<file path="config.mk">
export PLATFORM = sky130hd
export DESIGN_NAME = spmv_mac
export DESIGN_NICKNAME = d
export VERILOG_FILES = /design/src/design/spmv_pkg.sv /design/src/design/spmv_mac.sv
export SDC_FILE = /design/constraint.sdc
export NUM_CORES = 2
export LEC_CHECK = 0
export BUFFER_PORTS_ARGS = -buffer_cell sky130_fd_sc_hd__buf_2
export CAP_MARGIN = 20
export CORE_ASPECT_RATIO = 1.25
export CORE_MARGIN = 2
export CORE_UTILIZATION = 67
export DETAILED_ROUTE_END_ITERATION = 7
export PLACE_DENSITY = 0.85
export REMOVE_ABC_BUFFERS = 1
export SLEW_MARGIN = 20
export SYNTH_ARGS = -nofsm -noshare
export SYNTH_HDL_FRONTEND = slang
export SYNTH_SLANG_ARGS = --single-unit
</file>
<file path="constraint.sdc">
create_clock -name clock -period 27.3 [get_ports clock]
set_clock_uncertainty 0.2 [all_clocks]
set_input_delay 5.46 -clock clock [delete_from_list [all_inputs] [get_ports clock]]
set_output_delay 5.46 -clock clock [all_outputs]
set_load 0.01 [all_outputs]
</file>
<file path="src/design/spmv_pkg.sv">
// Shared types and constants for the sparse matrix-vector multiply block.
`timescale 1ns / 1ps
`default_nettype none

package spmv_pkg;

   // Field and datapath widths
   localparam int DATA_W   = 32;
   localparam int ACC_W    = 64;
   localparam int FRAC_W   = 16;
   localparam int ROW_W    = 20;
   localparam int CNT_W    = 21;
   localparam int INDEX_W  = 10;
   localparam int ACTION_W = 2;

   // Request action codes (code 3 is a no-op)
   localparam logic [ACTION_W-1:0] ACT_LOAD    = 2'd0;
   localparam logic [ACTION_W-1:0] ACT_NONZERO = 2'd1;
   localparam logic [ACTION_W-1:0] ACT_EMPTY   = 2'd2;

   // Largest row count honored; bigger values clamp to it
   localparam logic [CNT_W-1:0] ROW_LIMIT = 21'h10_0000;

   // Q16.16 saturation limits
   localparam logic signed [DATA_W-1:0] DATA_MAX = 32'sh7FFF_FFFF;
   localparam logic signed [DATA_W-1:0] DATA_MIN = 32'sh8000_0000;

   typedef logic signed [DATA_W-1:0] data_type;
   typedef logic signed [ACC_W-1:0]  acc_type;

   // Per-item control carried down the multiply-accumulate pipe
   typedef struct packed {
      logic emit;   // close the row after this item
      logic use_x;  // multiply by the stored vector entry
   } item_ctrl_type;

endpackage

`default_nettype wire

</file>
<file path="src/design/spmv_mac.sv">
// Multiply-accumulate pipe: operand stage, product stage, row sum stage.
`timescale 1ns / 1ps
`default_nettype none

module spmv_mac (
   input  logic                     clock,
   input  logic                     reset,
   input  logic                     item_en,
   input  spmv_pkg::item_ctrl_type  item_ctrl,
   input  spmv_pkg::data_type       item_data,
   input  spmv_pkg::data_type       vec_data,
   input  logic                     out_go,
   output logic                     front_go,
   output logic                     sum_valid,
   output spmv_pkg::acc_type        sum_data
);
   import spmv_pkg::*;

   logic          a_vld_ff;
   item_ctrl_type a_ctrl_ff;
   data_type      a_data_ff;

   logic          b_vld_ff;
   item_ctrl_type b_ctrl_ff;
   acc_type       b_prod_ff;
   acc_type       b_prod_in;

   logic          c_vld_ff;
   acc_type       c_fin_ff;
   acc_type       acc_ff;

   logic              go_a;
   logic              go_b;
   logic              go_c;
   logic signed [ACC_W:0] sum_wide;
   acc_type           sum_sat;

   // Each stage moves when the one below is empty or moving
   assign go_c     = !c_vld_ff || out_go;
   assign go_b     = !b_vld_ff || go_c;
   assign go_a     = !a_vld_ff || go_b;
   assign front_go = go_a;

   // Product of element and vector entry; zero when no entry is used
   always_comb begin
      b_prod_in = '0;
      if (a_ctrl_ff.use_x) begin
         b_prod_in = acc_type'(a_data_ff) * acc_type'(vec_data);
      end
   end

   // Saturating add of the product into the row sum
   always_comb begin
      sum_wide = {acc_ff[ACC_W-1], acc_ff} + {b_prod_ff[ACC_W-1], b_prod_ff};
      sum_sat  = sum_wide[ACC_W-1:0];
      if (sum_wide[ACC_W] != sum_wide[ACC_W-1]) begin
         sum_sat = sum_wide[ACC_W] ? {1'b1, {(ACC_W-1){1'b0}}} : {1'b0, {(ACC_W-1){1'b1}}};
      end
   end

   // Valid bits and accumulator
   always_ff @(posedge clock) begin
      if (reset) begin
         a_vld_ff <= 1'b0;
         b_vld_ff <= 1'b0;
         c_vld_ff <= 1'b0;
         acc_ff   <= '0;
      end else begin
         if (go_a) begin
            a_vld_ff <= item_en;
         end
         if (go_b) begin
            b_vld_ff <= a_vld_ff;
         end
         if (go_c) begin
            c_vld_ff <= b_vld_ff && b_ctrl_ff.emit;
            if (b_vld_ff) begin
               acc_ff <= b_ctrl_ff.emit ? '0 : sum_sat;
            end
         end
      end
   end

   // Payload stages
   always_ff @(posedge clock) begin
      if (go_a) begin
         a_ctrl_ff <= item_ctrl;
         a_data_ff <= item_data;
      end
      if (go_b) begin
         b_ctrl_ff <= a_ctrl_ff;
         b_prod_ff <= b_prod_in;
      end
      if (go_c) begin
         c_fin_ff <= sum_sat;
      end
   end

   assign sum_valid = c_vld_ff;
   assign sum_data  = c_fin_ff;

`ifndef SYNTHESIS
   a_acc_clear: assert property (@(posedge clock) disable iff (reset)
      go_c && b_vld_ff && b_ctrl_ff.emit |=> acc_ff == '0)
      else $error("row sum not cleared after row end");

   a_sum_hold: assert property (@(posedge clock) disable iff (reset)
      c_vld_ff && !out_go |=> c_vld_ff && $stable(c_fin_ff))
      else $error("finished row sum lost while output stalled");

   a_prod_zero: assert property (@(posedge clock) disable iff (reset)
      go_b && a_vld_ff && !a_ctrl_ff.use_x |=> b_prod_ff == '0)
      else $error("product nonzero for item without vector entry");
`endif

endmodule

`default_nettype wire

</file>
==> flow_summary.ini <==
[sta]
period_needed_ps = 13850
relSlewSlack = 0.261
finalCritPeriodShare = 0.507
hold_violations = 0
tns_ps = 0
tightest_slew_ps = 1080
rsz0062_at_grt = false
timing.fmax_mhz = 72.2
setup_slack_ps = 13450
finalSetupViolations = 0
report.final.slew_viol_count = 0

[critical_path]
cp-end-kind = flop
crit_path_start_kind = input port
startpoint = vec_data[5]
path_max_fanout = 32
worstReg2RegStart = a_data_ff[31]
required_ps = 27390
crit_type = in -> reg
critPathArrivalTime_ps = 13940

[global_routing]
grt_use_met1 = 0.428
grt_start_max_net_pins = 68
grt.overflow.total = 0
grt_use_met2 = 0.637
grt_busiest_layer = met2
grt_use_total = 0.370
grt_pass1_wl_um = 213000
grt_use_met3 = 0.0649
grt_pass1_vias = 40800
antenna_found_initial = 4

[floorplanning]
core_um2 = 71800
start_util = 0.675
die_y_um = 305
fp.dieW_um = 245
pin_count = 136
die-area_um2 = 74600
core.rowCount = 110

[cts]
numCtsBuffers = 25
cts_hold_buf = 0
clk_path_buf_depth = 3
cts_root_buf = clkbuf_16
cts_setup_buffers = 0
cts_max_level = 1
clk_latency_ps = 570
cts_tree = built
postCtsResizedCells = 0
path_clk_slew_ps = 60
cts_sinks = 230

[final_layout]
fin_util = 0.702
final_common_cell = fa_1
drive_gt1_frac = 0.0510
area_growth_pct = 4.02
layout.nets = 6405
fill_cells = 5252
layout_common_cells = fa_1, inv_1, nand2_1, and2_1, ha_1
postLayoutCellArea_um2 = 50500

[logic_synthesis]
syn-cell-area_um2 = 48500
yosysUniqueCellTypes = 78
ys_seq_area_frac = 0.129
syn_inst = 5077
ys_warn_count = 0
yosysTopAreaCellShare = 0.447
syn_area_per_cell_um2 = 9.55
yosys_most_used_dff = edfxtp_1
synth_top_cell_by_area = fa_1
synth_edf_count = 163
synth.area.top_cells = fa_1, edfxtp_1, inv_1
ys_async_sr_fraction = 0
ys_ff_latch = 230

[detailed_routing]
postRouteAntennaNets = 0
drtIter0Drc = 2610
dr.pass1.iters = 6
routed_wl_um = 132000
wl_per_cell_um = 22.1
vias = 36200
drcViolationCount = 0
vias_per_cell = 6.05

[hold_path]
hp-class = reg -> reg
hp-start = a_ctrl_ff[1]

[place]
dpl.hpwl_um = 102000
dp_worst_setup_slack_ps = 12940
placed_area_um2 = 49600
place_congestion = 0.980
port_buffers = 135

[flow_run]
max_cap_viol_count = 0

[outcome]
outcome = completed
cells by family (layout without fill, tap and decap cells):
logic type,count (synthesis),in the layout,share of synthesized area
mux,4,4,0.000825
flops,230,230,0.129
buf+inv,1346,1292,0.106
fa+ha+maj,1373,1373,0.520
other cells,0,2,0
simple gates,1466,1466,0.150
xor+xnor,123,123,0.0222
compound gates,535,535,0.0731
per-layer routing:
metal,share of wire,up-vias
li1,-,15200
met1,0.34,18200
met2,0.50,2047
met3,0.092,660
met4,0.074,2
met5,0.000053,-
flip-flops by register name (all words and copies together) (netlist names):
register / flops
a_vld_ff: 1
sum_data: 64
sum_valid: 1
b_vld_ff: 1
a_ctrl_ff: 2
a_data_ff: 32
b_prod_ff: 64
acc_ff: 64
b_ctrl_ff: 1
critical path, stage by stage:
cell and delay (ps):
buf_2 560, nand2_1 260, inv_1 140, fa_1 480
inv_1 190, fa_1 450, inv_1 220, fa_1 500
fa_1 910, inv_1 450, fa_1 610, inv_1 60
fa_1 520, inv_1 50, fa_1 470, inv_1 50
fa_1 450, ha_1 370, a21oi_1 240, nand2b_1 120
or3_1 310, o21ai_0 280, o21ai_1 160, a21oi_1 250
nor2b_1 70, o311a_1 280
through the flow:
| step | std cells | hold WS [ps] |
|---|---|---|
| finish | 5977 | 223 |
| floorplan | 4787 | 200 |
| CTS | 5975 | 227 |
| detailed placement | 5929 | 213 |
| global placement | 5929 | 203 |
| global route | 5975 | 251 |
cell usage after synthesis, types with 15 or more instances:
cell type and number:
a21oi_1 154, dfxtp_1 67, clkbuf_1 257, and2_1 518
buf_2 18, o21bai_1 34, fa_1 1083, a21o_1 65
nand2_1 620, xor2_1 52, o211ai_1 23, o21ai_1 16
nor2_1 150, o21ai_0 93, nor3_1 22, xnor2_1 71
and3_1 15, a31oi_1 20, nand3_1 22, maj3_1 42
inv_1 1056, edfxtp_1 163, ha_1 248, o21a_1 15
nand4_1 40, nand2b_1 21, a221o_1 38
final timing paths:
| kind | endpoint | depth (start not counted) | slack (ps) |
|---|---|---|---|
| max | b_prod_ff[54] | 26 | 13450 |
| min | b_ctrl_ff[1] | 0 | 220 |
| max reg2reg | b_prod_ff[54] | 25 | 18130 |
| min reg2reg | b_ctrl_ff[1] | 0 | 220 |
layout make-up:
cell class                      count  area [um2]  share of cell area
Multi-Input combinational cell   3501       37200               0.736
Clock buffer                       37         721              0.0143
Clock inverter                      9        90.1             0.00179
Tap cell                          952        1190              0.0236
Sequential cell                   230        6240               0.124
Timing Repair Buffer              190        1090              0.0216
Inverter                         1056        3960              0.0786
Antenna cell                        2        5.00           0.0000992
Power is left out: the tool's default activity adds up to more than one toggle a clock period on the data nets, which glitch-free logic cannot reach.
