`src/design/spmv_pkg.sv`:
```
// Shared types and constants for the sparse matrix-vector multiply block.
`timescale 1ns / 1ps
`default_nettype none

package spmv_pkg;

   // Field and datapath widths
   localparam int DATA_W   = 32;
   localparam int ACC_W    = 64;
   localparam int FRAC_W   = 16;
   localparam int ROW_W    = 20;
   localparam int CNT_W    = 21;
   localparam int INDEX_W  = 10;
   localparam int ACTION_W = 2;

   // Request action codes (code 3 is a no-op)
   localparam logic [ACTION_W-1:0] ACT_LOAD    = 2'd0;
   localparam logic [ACTION_W-1:0] ACT_NONZERO = 2'd1;
   localparam logic [ACTION_W-1:0] ACT_EMPTY   = 2'd2;

   // Largest row count honored; bigger values clamp to it
   localparam logic [CNT_W-1:0] ROW_LIMIT = 21'h10_0000;

   // Q16.16 saturation limits
   localparam logic signed [DATA_W-1:0] DATA_MAX = 32'sh7FFF_FFFF;
   localparam logic signed [DATA_W-1:0] DATA_MIN = 32'sh8000_0000;

   typedef logic signed [DATA_W-1:0] data_type;
   typedef logic signed [ACC_W-1:0]  acc_type;

   // Per-item control carried down the multiply-accumulate pipe
   typedef struct packed {
      logic emit;   // close the row after this item
      logic use_x;  // multiply by the stored vector entry
   } item_ctrl_type;

endpackage

`default_nettype wire

```
`src/design/spmv_emit.sv`:
```
// Row result stage: rounding to Q16.16, saturation, row counter, output register.
`timescale 1ns / 1ps
`default_nettype none

module spmv_emit (
   input  logic                            clock,
   input  logic                            reset,
   input  logic                            csr_wr_en,
   input  logic [spmv_pkg::CNT_W-1:0]      csr_wr_data,
   input  logic                            sum_valid,
   input  spmv_pkg::acc_type               sum_data,
   output logic                            out_go,
   output logic                            rsp_valid,
   input  logic                            rsp_ready,
   output logic [spmv_pkg::ROW_W-1:0]      rsp_row_number,
   output spmv_pkg::data_type              rsp_row_result,
   output logic                            rsp_final_row,
   output logic                            rsp_clipped
);
   import spmv_pkg::*;

   localparam int Q_W = ACC_W - FRAC_W + 1;
   localparam logic signed [ACC_W:0] HALF_LSB =
      {{(ACC_W - FRAC_W + 1){1'b0}}, 1'b1, {(FRAC_W - 1){1'b0}}};

   logic [CNT_W-1:0] row_count_ff;
   logic [ROW_W-1:0] cnt_ff;
   logic             rsp_valid_ff;
   logic [ROW_W-1:0] rsp_row_ff;
   data_type         rsp_result_ff;
   logic             rsp_final_ff;
   logic             rsp_clip_ff;

   logic                  load_o;
   logic signed [ACC_W:0] rnd_sum;
   logic signed [Q_W-1:0] q_full;
   logic [Q_W-DATA_W:0]   q_hi;
   data_type              result_in;
   logic                  clip_in;
   logic [CNT_W-1:0]      eff_count;
   logic [CNT_W-1:0]      cnt_inc;
   logic                  last_in;

   assign out_go = !rsp_valid_ff || rsp_ready;
   assign load_o = out_go && sum_valid;

   // Round to nearest, ties up, then clamp to 32 bits
   always_comb begin
      rnd_sum   = {sum_data[ACC_W-1], sum_data} + HALF_LSB;
      q_full    = rnd_sum[ACC_W:FRAC_W];
      q_hi      = q_full[Q_W-1:DATA_W-1];
      clip_in   = !((&q_hi) || !(|q_hi));
      result_in = q_full[DATA_W-1:0];
      if (clip_in) begin
         result_in = q_full[Q_W-1] ? DATA_MIN : DATA_MAX;
      end
   end

   // Clamp the row count and detect the last row
   always_comb begin
      eff_count = row_count_ff;
      if (row_count_ff == '0) begin
         eff_count = CNT_W'(1);
      end else if (row_count_ff > ROW_LIMIT) begin
         eff_count = ROW_LIMIT;
      end
      cnt_inc = {1'b0, cnt_ff} + CNT_W'(1);
      last_in = cnt_inc >= eff_count;
   end

   // Control: row count register, row counter, output valid
   always_ff @(posedge clock) begin
      if (reset) begin
         row_count_ff <= CNT_W'(1);
         cnt_ff       <= '0;
         rsp_valid_ff <= 1'b0;
      end else begin
         if (csr_wr_en) begin
            row_count_ff <= csr_wr_data;
         end
         if (out_go) begin
            rsp_valid_ff <= sum_valid;
         end
         if (load_o) begin
            cnt_ff <= last_in ? '0 : cnt_inc[ROW_W-1:0];
         end
      end
   end

   // Output payload
   always_ff @(posedge clock) begin
      if (load_o) begin
         rsp_row_ff    <= cnt_ff;
         rsp_result_ff <= result_in;
         rsp_final_ff  <= last_in;
         rsp_clip_ff   <= clip_in;
      end
   end

   assign rsp_valid      = rsp_valid_ff;
   assign rsp_row_number = rsp_row_ff;
   assign rsp_row_result = rsp_result_ff;
   assign rsp_final_row  = rsp_final_ff;
   assign rsp_clipped    = rsp_clip_ff;

`ifndef SYNTHESIS
   a_clip_value: assert property (@(posedge clock) disable iff (reset)
      rsp_valid_ff && rsp_clip_ff |-> rsp_result_ff == DATA_MAX || rsp_result_ff == DATA_MIN)
      else $error("clipped result not at a saturation limit");

   a_wrap: assert property (@(posedge clock) disable iff (reset)
      load_o && last_in |=> cnt_ff == '0)
      else $error("row counter did not wrap after final row");

   a_advance: assert property (@(posedge clock) disable iff (reset)
      load_o && !last_in |=> cnt_ff == $past(cnt_inc[ROW_W-1:0]))
      else $error("row counter did not advance by one");
`endif

endmodule

`default_nettype wire

```
`config.mk`:
```
export PLATFORM = sky130hd
export DESIGN_NAME = spmv_emit
export DESIGN_NICKNAME = d
export VERILOG_FILES = /design/src/design/spmv_pkg.sv /design/src/design/spmv_emit.sv
export SDC_FILE = /design/constraint.sdc
export NUM_CORES = 1
export LEC_CHECK = 0
export BUFFER_PORTS_ARGS = -buffer_cell sky130_fd_sc_hd__buf_2
export CAP_MARGIN = 5
export CORE_ASPECT_RATIO = 1.1
export CORE_MARGIN = 2
export CORE_UTILIZATION = 49
export DETAILED_ROUTE_END_ITERATION = 16
export PLACE_DENSITY = 0.81
export SETUP_SLACK_MARGIN = 0.2
export SLEW_MARGIN = 20
export SYNTH_ARGS = -nofsm -noshare
export SYNTH_HDL_FRONTEND = slang
export SYNTH_SLANG_ARGS = --single-unit
```
`constraint.sdc`:
```
create_clock -name clock -period 3.8 [get_ports clock]
set_clock_uncertainty 0.05 [all_clocks]
set_input_delay 0.76 -clock clock [delete_from_list [all_inputs] [get_ports clock]]
set_output_delay 0.76 -clock clock [all_outputs]
set_load 0.01 [all_outputs]
```
==> summary.txt, run 1 <==
Outcome
  • Outcome: complete, no violations

Routing
  • Iter 0 DRT Violations: 259
  • Routed Antenna Nets: 0
  • Via count: between 5000 and 6000
  • Drt via density: 5.70
  • First-pass DRT Iterations: 8
  • Mean routed wirelength per cell: about 17 µm
  • Final Routed Wirelength: 14800 µm
  • Drt drc: 0

Logic synthesis
  • Seq/Total Area, Yosys: 42.3%
  • Largest cells by area after synthesis: edfxtp_1, dfxtp_1, xor2_1
  • Synth top cells by count: nand2_1, nor2_1, edfxtp_1, dfxtp_1, xor2_1
  • Synth Flop Type: edfxtp_1
  • Post-synth EDFFs: 54
  • Syn Nets: 696
  • Synth unique cells: 57
  • Number of synthesized register bits: 96
  • Post-synthesis cell count: just under 600
  • Synth top area share: between 20% and 30%
  • Post-Syn Area: 5820 µm²
  • Share of flip-flops with an asynchronous set or reset: 0%
  • Yosys Warn Count: 0
  • Avg Cell Area, Syn: about 10 µm²
  • Dominant cell type by area after synthesis: edfxtp_1
  • Most frequent cell after synthesis: nand2_1

Min path
  • Min-Delay Startpoint: cnt_ff[13]
  • Hold crit path type: reg -> reg

Clock network
  • CTS H-tree depth: 3
  • Reg clk slew, reported paths: roughly 0.07 ns
  • Root buf cell: clkbuf_16
  • CTS sink cnt: 96
  • Clock latency on the worst-skew pair: 0.35 ns
  • CTS tree: yes
  • Clk buf depth: 2
  • Clock buffer count from CTS: 9

Pwr
  • Maximum VDD drop: 0.258 mV
  • Cell Pwr Density: 337 nW/µm²
  • P_leak: a little over 3 nW

STA
  • Final hold vios: 0
  • RSZ-0062 raised after global routing: yes
  • Final setup vio count: 0
  • Max Slew Vio Count: 0
  • Achievable Freq: 0.287 GHz
  • Worst relative slew slack: approximately 48%
  • Worst-Margin Slew: around 0.78 ns
  • Tcrit/Tclk final: 91.7%
  • Min Tclk post-route: between 3 and 4 ns
  • Setup TNS: 0 ns

Setup path
  • CP max stage cell: dfxtp_4
  • Worst R2R Start: cnt_ff[0]
  • Critical Path RT: approximately 4 ns
  • WP data arrival: 3.67 ns
  • Critical path type: reg -> reg
  • Worst Path Max Fanout: 6
  • Crit. Startpoint: cnt_ff[0]
  • Biggest cell delay along the critical path: 0.39 ns
  • CP Launch Type: register
  • Crit-path cells: and3_4 -> and3_4 -> nand3_2 -> buf_4 -> inv_1 -> and3_1 -> xor2_2 -> ha_4 -> nand4_1 -> or2_4 -> or3_1 -> o211ai_1 -> buf_4 -> nor3_4 -> buf_6 -> a22o_1
  • CP Capture Type: register

Job
  • Maximum Capacitance Violations: 0

Global routing
  • Number of global-route vias before repair: approximately 4800
  • Largest net degree at the start of global routing: 50
  • First-pass GRT wire length: 23200 µm
  • Initial antenna violation count: 0
  • All-Layer GR Usage: 22.6%
  • Remaining Overflow, GRT: 0

Final layout
  • Layout area overhead: 26.1%
  • Fraction of layout cells with a size suffix above 1: 32.4%
  • Fillers: about 950
  • Finished Core Util: 63.6%
  • Design area: 7340 µm²
  • N_diodes: 0
  • Final #Nets: approximately 850

Floorplan
  • Die span in x: 108 µm
  • Height of the die: 118 µm
  • Initial Utilization: 50.4%
  • # IOs: 146
  • Full die area: roughly 13000 µm²
  • Core area: 11500 µm²
  • Std-Cell Rows: 41

Placed design
  • Port bufs: 130
  • Final GP Congestion: just under 0.9
  • Hpwl dp: 10800 µm
  • Placed cell areas: 6800 µm²
## area by class of cell
cell class / instances / area (µm²) / area share [%]
clock inverters: 6 / 70.1 / 0.954
repair buffers: 168 / 968 / 13.2
clock buffers: 10 / 250 / 3.41
well taps: 150 / 188 / 2.56
flip-flops and latches: 96 / 2480 / 33.8
multi-input cells: 451 / 3350 / 45.6
inverters: 10 / 37.5 / 0.511
## layer usage
| metal | vias up | track usage [%] | routed length [µm] |
|---|---|---|---|
| met5 | - | 0 | 0 |
| met4 | 0 | 8.65 | 343 |
| met3 | 31 | 3.31 | 644 |
| met2 | 166 | 37.0 | 7270 |
| met1 | 2418 | 30.1 | 6560 |
| li1 | 2461 | - | - |
## registers in the layout, summed over array words and instances (netlist names)
name / count
row_count_ff: 21
rsp_row_result: 32
rsp_row_number: 20
cnt_ff: 20
rsp_clipped: 1
rsp_valid: 1
rsp_final_row: 1
## placed cells by master (no fill, tap or decap), drive strengths merged, types with 6 or more instances in the layout
master,count
a21o,14
a21oi,7
a22o,9
and2,6
and3,15
buf,168
clkbuf,10
dfxtp,42
edfxtp,54
ha,23
inv,13
mux2i,21
nand2,62
nand2b,24
nand3,25
nand4,21
nor2,60
nor3,9
nor4,9
o221a,29
or2b,6
xnor2,31
xor2,33
## logic make-up (layout without fill, tap and decap cells)
| kind of cell | count (synthesis) | after routing | share of synthesized area (%) |
|---|---|---|---|
| XOR/XNOR | 64 | 64 | 9.63 |
| multiplexers | 21 | 21 | 3.61 |
| AND/OR/NAND/NOR | 259 | 259 | 23.6 |
| adder cells (fa/ha/maj) | 23 | 23 | 4.94 |
| buffers and inverters | 36 | 194 | 2.79 |
| flip-flops | 96 | 96 | 42.3 |
| AO/OA/AOI/OAI | 84 | 84 | 13.1 |
## worst paths after layout
| kind | to | slack, ns | cells past startpoint |
|---|---|---|---|
| max | cnt_ff[19] | 0.32 | 16 |
| min | rsp_row_number[13] | 0.43 | 0 |
| max reg2reg | cnt_ff[19] | 0.32 | 16 |
| min reg2reg | rsp_row_number[13] | 0.43 | 0 |
## through the flow
step                      std cells  hold WS [ns]  power (W)  worst slack, ns
after floorplan                 583         0.356    0.00138            0.241
after global placement          868         0.394    0.00151           0.0767
after detailed placement        868         0.410    0.00152           0.0197
after CTS                       887         0.426    0.00247            0.195
after global routing            891         0.438    0.00256            0.159
final                           891         0.429    0.00247            0.315
## repair_timing
| item | 4_1_cts | 5_1_grt |
|---|---|---|
| hold buffers | 0 | 0 |
| pin swaps | 3 | 9 |
| setup endpoints to repair | 20 | 21 |
| cloned | 0 | 0 |
| endpoints found under the hold margin | 0 | 0 |
| setup buffers | 3 | 4 |
| gates resized for setup | 8 | 30 |
## critical path, delay by kind of cell (launching register included)
kind,cells,cell delay (ns)
and+or+nand+nor,8,1.50
buffers and inverters,4,0.57
AOI/OAI and AO/OA,2,0.41
DFF,1,0.39
xor gates and xnor gates,1,0.28
adders and majority gates,1,0.19
## power breakdown
group / internal [W] / total, W / switching, W / leakage (nW)
Combinational: 0.000151 / 0.000341 / 0.000190 / 2.01
Sequential: 0.00115 / 0.00117 / 0.0000261 / 0.875
Clock: 0.000557 / 0.000959 / 0.000402 / 0.160
Total: 0.00186 / 0.00247 / 0.000618 / 3.04
Power figures use the tool's default switching activity.
==> inputs of run 2 (changes only) <==
BUFFER_PORTS_ARGS = default   (was -buffer_cell sky130_fd_sc_hd__buf_2)
CORE_UTILIZATION = 58   (was 49)
DONT_BUFFER_PORTS = 1   (was default)
PLACE_DENSITY = 0.8   (was 0.81)
==> summary.txt, run 2 (synthesized netlist as in run 1, its figures left out) <==
STA
  • Min Tclk post-route: 3.40 ns (-0.0824 ns)
  • Setup TNS: 0 ns (unchanged)
  • WHS: 0.407 ns (-0.0215 ns)
  • Tcrit/Tclk final: 89.5% (-2.2 points)
  • Worst relative slew slack: 50.2% (+2.7 points)
  • Achievable Freq: 0.294 GHz (+2.4%)
  • Final WS setup: 0.398 ns (+0.0824 ns)
  • Final hold vios: 0 (unchanged)
  • Final setup vio count: 0 (unchanged)
  • Worst-Margin Slew: 0.746 ns (-0.0380 ns)
  • Max Slew Vio Count: 0 (unchanged)
  • RSZ-0062 raised after global routing: no

Global routing
  • First-pass GRT wire length: 20400 µm (-12%)
  • Met3 usage: 6.47% (+3.2 points)
  • Initial antenna violation count: 0 (unchanged)
  • Global-route track usage on met2: 38.4% (+1.4 points)
  • Remaining Overflow, GRT: 0 (unchanged)
  • Largest net degree at the start of global routing: 40 (-20%)
  • Busiest grt layer: met2
  • GR met1 Demand/Resource: 31.3% (+1.1 points)
  • All-Layer GR Usage: 23.8% (+1.2 points)
  • Number of global-route vias before repair: 4123 (-14%)

Final layout
  • Fillers: 774 (-18%)
  • Multi-input gate area: 3300 µm² (-1.5%)
  • Layout area overhead: 8.36%
  • Commonest non-fill, non-tap cell in the layout: nand2_1
  • N_diodes: 0 (unchanged)
  • Final #Nets: 705 (-17%)
  • Fraction of layout cells with a size suffix above 1: 14.1% (-18 points)
  • Register area: 2470 µm² (-0.25%)
  • Max reg flops: 32 (unchanged)
  • Commonest cells after routing, fill and taps aside: nand2_1, nor2_1, edfxtp_1, dfxtp_1, xor2_1

Routing
  • Via count: 4470 (-12%)
  • Drt drc: 0 (unchanged)
  • Final Routed Wirelength: 12800 µm (-13%)
  • Routed Antenna Nets: 0 (unchanged)
  • Iter 0 DRT Violations: 286 (+10%)
  • Drt via density: 6.23 (+9.4%)
  • Mean routed wirelength per cell: 17.9 µm (+7.8%)
  • First-pass DRT Iterations: 5 (-3)

Floorplan
  • Std-Cell Rows: 38 (-7.3%)
  • Die span in x: 99.5 µm (-7.8%)
  • # IOs: 146 (unchanged)
  • Height of the die: 109 µm (-7.8%)
  • Core area: 9840 µm² (-15%)
  • Full die area: 10900 µm² (-15%)
  • Initial Utilization: 59.2% (+8.7 points)

Setup path
  • Critical path type: reg -> reg
  • Biggest cell delay along the critical path: 0.38 ns (about the same)
  • Worst Path Max Fanout: 6 (unchanged)
  • WP data arrival: 3.61 ns (-0.06 ns)
  • CP Capture Type: register
  • CP Launch Type: register
  • Crit-path cells: ha_4 -> and3_1 -> and3_4 -> nand2_4 -> nor2_4 -> and3_4 -> and3_1 -> ha_1 -> nand4_1 -> or2_4 -> or3_1 -> o211ai_1 -> buf_4 -> buf_4 -> a2bb2oi_1 -> nor2_1
  • Critical Path RT: 4.01 ns (+0.03 ns)
  • CP max stage cell: dfxtp_4

Outcome
  • Outcome: complete, no violations

Clock network
  • Clock buffer count from CTS: 9 (unchanged)
  • Clock latency on the worst-skew pair: 0.36 ns (about the same)
  • Reg clk slew, reported paths: 0.08 ns (about the same)
  • CTS sink cnt: 96 (unchanged)
  • CTS tree: yes
  • Clk buf depth: 2 (unchanged)
  • CTS H-tree depth: 3 (unchanged)
  • Root buf cell: clkbuf_8
  • Hold Buf Count CTS: 0 (unchanged)

Placed design
  • Pre-CTS WS: 0.0833 ns (+0.0636 ns)
  • Hpwl dp: 9670 µm (-11%)
  • Final GP Congestion: 0.924 (+4.6%)
  • Port bufs: 0 (-100%)

Job
  • Maximum Capacitance Violations: 0 (unchanged)

Pwr
  • P_leak: 2.39 nW (-21%)
  • Maximum VDD drop: 0.191 mV (-26%)
  • Cell Pwr Density: 310 nW/µm² (-7.9%)

Min path
  • Hold crit path type: in -> reg
[run 2: routing by layer]
metal / part of all wire (%) / vias to the layer above / wire length [µm]
met5: 0 / - / 0
met4: 2.0 / 0 / 257
met3: 5.9 / 25 / 760
met2: 49 / 163 / 6250
met1: 43 / 2113 / 5570
li1: - / 2169 / -
[run 2: power breakdown]
part | total [W] | leakage, nW | switching [W] | internal [W]
Clock | 0.000560 | 0.0778 | 0.000326 | 0.000234
Combinational | 0.000202 | 1.44 | 0.000105 | 0.0000964
Sequential | 0.00120 | 0.874 | 0.0000460 | 0.00115
Total | 0.00196 | 2.39 | 0.000477 | 0.00148
[run 2: final cells by class]
cell class                 instances  share of cell area, %
multi-input combinational        451                   52.3
sequential                        96                   39.2
timing repair buffer              24                   3.05
tap                              120                   2.38
clock buffer                      12                   2.14
inverter                          10                  0.595
clock inverter                     4                  0.337
[run 2: stage by stage]
step                      total power [W]  std cells  instance area (µm²)  utilization (%)
after detailed placement          0.00141        698                 6030             61.2
after global placement            0.00141        698                 6030             61.2
after global routing              0.00205        717                 6310             64.1
after CTS                         0.00197        716                 6220             63.2
after floorplan                   0.00138        583                 5830                -
final                             0.00196        717                 6310             64.1
[run 2: final timing paths]
check	from	to	slack (ns)	cells after the start
setup / recovery	cnt_ff[0]	cnt_ff[1]	0.40	16
hold / removal	reset	cnt_ff[1]	0.41	1
setup reg to reg	cnt_ff[0]	cnt_ff[1]	0.40	16
hold reg to reg	cnt_ff[13]	rsp_row_number[13]	0.43	0
[run 2: repair_timing]
action	in CTS	in global routing
endpoints found under the setup margin	20	20
cloned	0	0
pin swaps	3	4
gates resized for setup	7	20
buffers inserted	2	1
[run 2: worst max-delay path, delay by kind of cell (launching register included)]
family / cells / cell delay, ns
and+or+nand+nor: 10 / 1.71
adders and majority gates: 2 / 0.47
AOI/OAI and AO/OA: 2 / 0.39
DFF: 1 / 0.38
buffers and inverters: 2 / 0.29
==> inputs of run 3 (changes only) <==
CORE_UTILIZATION = 55   (was 58)
CTS_CLUSTER_DIAMETER = 150   (was default)
PLACE_DENSITY = 0.77   (was 0.8)
==> summary.txt, run 3 (synthesized netlist as in run 1, its figures left out) <==
Final layout
  • Layout area overhead: 11.5%
  • Max reg flops: 32 (unchanged)
  • Multi-input gate area: 3330 µm² (+0.83%)
  • Register area: 2480 µm² (+0.20%)
  • Fillers: 856 (+11%)
  • Final #Nets: 707 (+0.28%)
  • Commonest cells after routing, fill and taps aside: nand2_1, nor2_1, edfxtp_1, dfxtp_1, xor2_1
  • Fraction of layout cells with a size suffix above 1: 15.7% (+1.6 points)
  • Commonest non-fill, non-tap cell in the layout: nand2_1
  • N_diodes: 0 (unchanged)

Clock network
  • Clk buf depth: 2 (unchanged)
  • CTS tree: yes
  • Hold Buf Count CTS: 0 (unchanged)
  • Reg clk slew, reported paths: 0.07 ns (about the same)
  • Clock buffer count from CTS: 9 (unchanged)
  • CTS sink cnt: 96 (unchanged)
  • Root buf cell: clkbuf_16
  • CTS H-tree depth: 3 (unchanged)
  • Clock latency on the worst-skew pair: 0.33 ns (-0.03 ns)

Pwr
  • Maximum VDD drop: 0.190 mV (-0.53%)
  • Cell Pwr Density: 344 nW/µm² (+11%)
  • P_leak: 2.44 nW (+1.9%)

Min path
  • Hold crit path type: reg -> reg

Global routing
  • First-pass GRT wire length: 20900 µm (+2.9%)
  • GR met1 Demand/Resource: 30.1% (-1.2 points)
  • Met3 usage: 5.84% (-0.64 points)
  • Number of global-route vias before repair: 4366 (+5.9%)
  • Remaining Overflow, GRT: 0 (unchanged)
  • Largest net degree at the start of global routing: 30 (-25%)
  • Global-route track usage on met2: 36.0% (-2.5 points)
  • Initial antenna violation count: 0 (unchanged)
  • All-Layer GR Usage: 22.8% (-1.0 points)
  • Busiest grt layer: met2

STA
  • Final hold vios: 0 (unchanged)
  • Tcrit/Tclk final: 90.2% (+0.71 points)
  • Min Tclk post-route: 3.43 ns (+0.0269 ns)
  • Worst relative slew slack: 53.1% (+2.9 points)
  • Achievable Freq: 0.292 GHz (-0.78%)
  • Final WS setup: 0.371 ns (-0.0269 ns)
  • Setup TNS: 0 ns (unchanged)
  • Final setup vio count: 0 (unchanged)
  • Max Slew Vio Count: 0 (unchanged)
  • Worst-Margin Slew: 0.701 ns (-0.0445 ns)
  • RSZ-0062 raised after global routing: no

Floorplan
  • Std-Cell Rows: 39 (+2.6%)
  • Height of the die: 112 µm (+2.6%)
  • Die span in x: 102 µm (+2.6%)
  • # IOs: 146 (unchanged)
  • Core area: 10300 µm² (+5.1%)
  • Initial Utilization: 56.3% (-2.9 points)
  • Full die area: 11400 µm² (+5.2%)

Placed design
  • Final GP Congestion: 0.973 (+5.2%)
  • Pre-CTS WS: 0.0473 ns (-0.0359 ns)
  • Hpwl dp: 9730 µm (+0.59%)
  • Port bufs: 0 (unchanged)

Setup path
  • Crit-path cells: ha_4 -> and3_4 -> and3_4 -> nand2_2 -> nor3_2 -> xor2_1 -> ha_1 -> a21o_1 -> a21o_1 -> a21oi_1 -> nor2_1 -> a211oi_2 -> o211ai_1 -> buf_4 -> or3_1 -> o21ai_0
  • CP top delay family: compound AO/OA/AOI/OAI gates
  • CP Launch Type: register
  • CP max stage cell: dfxtp_4
  • Critical path type: reg -> reg
  • WP data arrival: 3.63 ns (+0.02 ns)
  • Worst Path Max Fanout: 6 (unchanged)
  • Critical Path RT: 4.00 ns (about the same)
  • Biggest cell delay along the critical path: 0.39 ns (about the same)
  • CP Capture Type: register
  • Buf/Inv on CP: 1 (-1)

Routing
  • Mean routed wirelength per cell: 17.8 µm (-0.89%)
  • Final Routed Wirelength: 13200 µm (+2.6%)
  • Drt via density: 6.07 (-2.7%)
  • Iter 0 DRT Violations: 250 (-13%)
  • First-pass DRT Iterations: 5 (unchanged)
  • Routed Antenna Nets: 0 (unchanged)
  • Via count: 4502 (+0.72%)
  • Drt drc: 0 (unchanged)

Job
  • Maximum Capacitance Violations: 0 (unchanged)

Outcome
  • Outcome: complete, no violations
[run 3: cell count changes in the layout (fill, tap and decap cells not counted), moves of 2 or more]
cell and change:
buf_4 +3, clkbuf_1 -2, and3_4 +3, clkbuf_8 -8
dfxtp_4 +2, and3_1 -3, clkbuf_16 +9, dfxtp_2 -2
[run 3: final timing paths]
check,start,end,slack [ns],depth (start not counted)
hold / removal,cnt_ff[13],rsp_row_number[13],0.42,0
setup reg to reg,cnt_ff[0],cnt_ff[0],0.37,16
hold reg to reg,cnt_ff[13],rsp_row_number[13],0.42,0
setup / recovery,cnt_ff[0],cnt_ff[0],0.37,16
[run 3: timing repair]
| item | CTS | global route |
|---|---|---|
| pin swaps | 2 | 9 |
| gates resized for setup | 5 | 29 |
| setup buffers | 2 | 2 |
| setup endpoints to repair | 20 | 21 |
[run 3: area by class of cell]
type	count	area share (%)
sequential	96	38.2
clock inverter	5	0.501
inverter	10	0.578
multi-input combinational	451	51.2
tap	143	2.76
clock buffer	11	3.74
timing repair buffer	26	3.01
[run 3: metal layers]
| layer | vias up | part of all wire [%] |
|---|---|---|
| li1 | 2171 | - |
| met1 | 2135 | 43 |
| met2 | 167 | 47 |
| met3 | 29 | 6.6 |
| met4 | 0 | 2.8 |
| met5 | - | 0 |
[run 3: per-stage QoR]
step                instances  cell area (µm²)  hold WS (ns)  util [%]  total power [W]
finish                    742             6490         0.422      62.7          0.00223
global route              742             6490         0.425      62.7          0.00232
CTS                       740             6350         0.422      61.4          0.00225
detailed placement        722             6050         0.406      58.5          0.00142
global placement          722             6050         0.402      58.5          0.00141
floorplan                 583             5830         0.356         -          0.00138
[run 3: report_power, final]
part	leakage, nW	total, W	switching, W	internal (W)
sequential	0.875	0.00120	0.0000466	0.00115
combinational	1.42	0.000204	0.000108	0.0000966
clock	0.140	0.000829	0.000368	0.000462
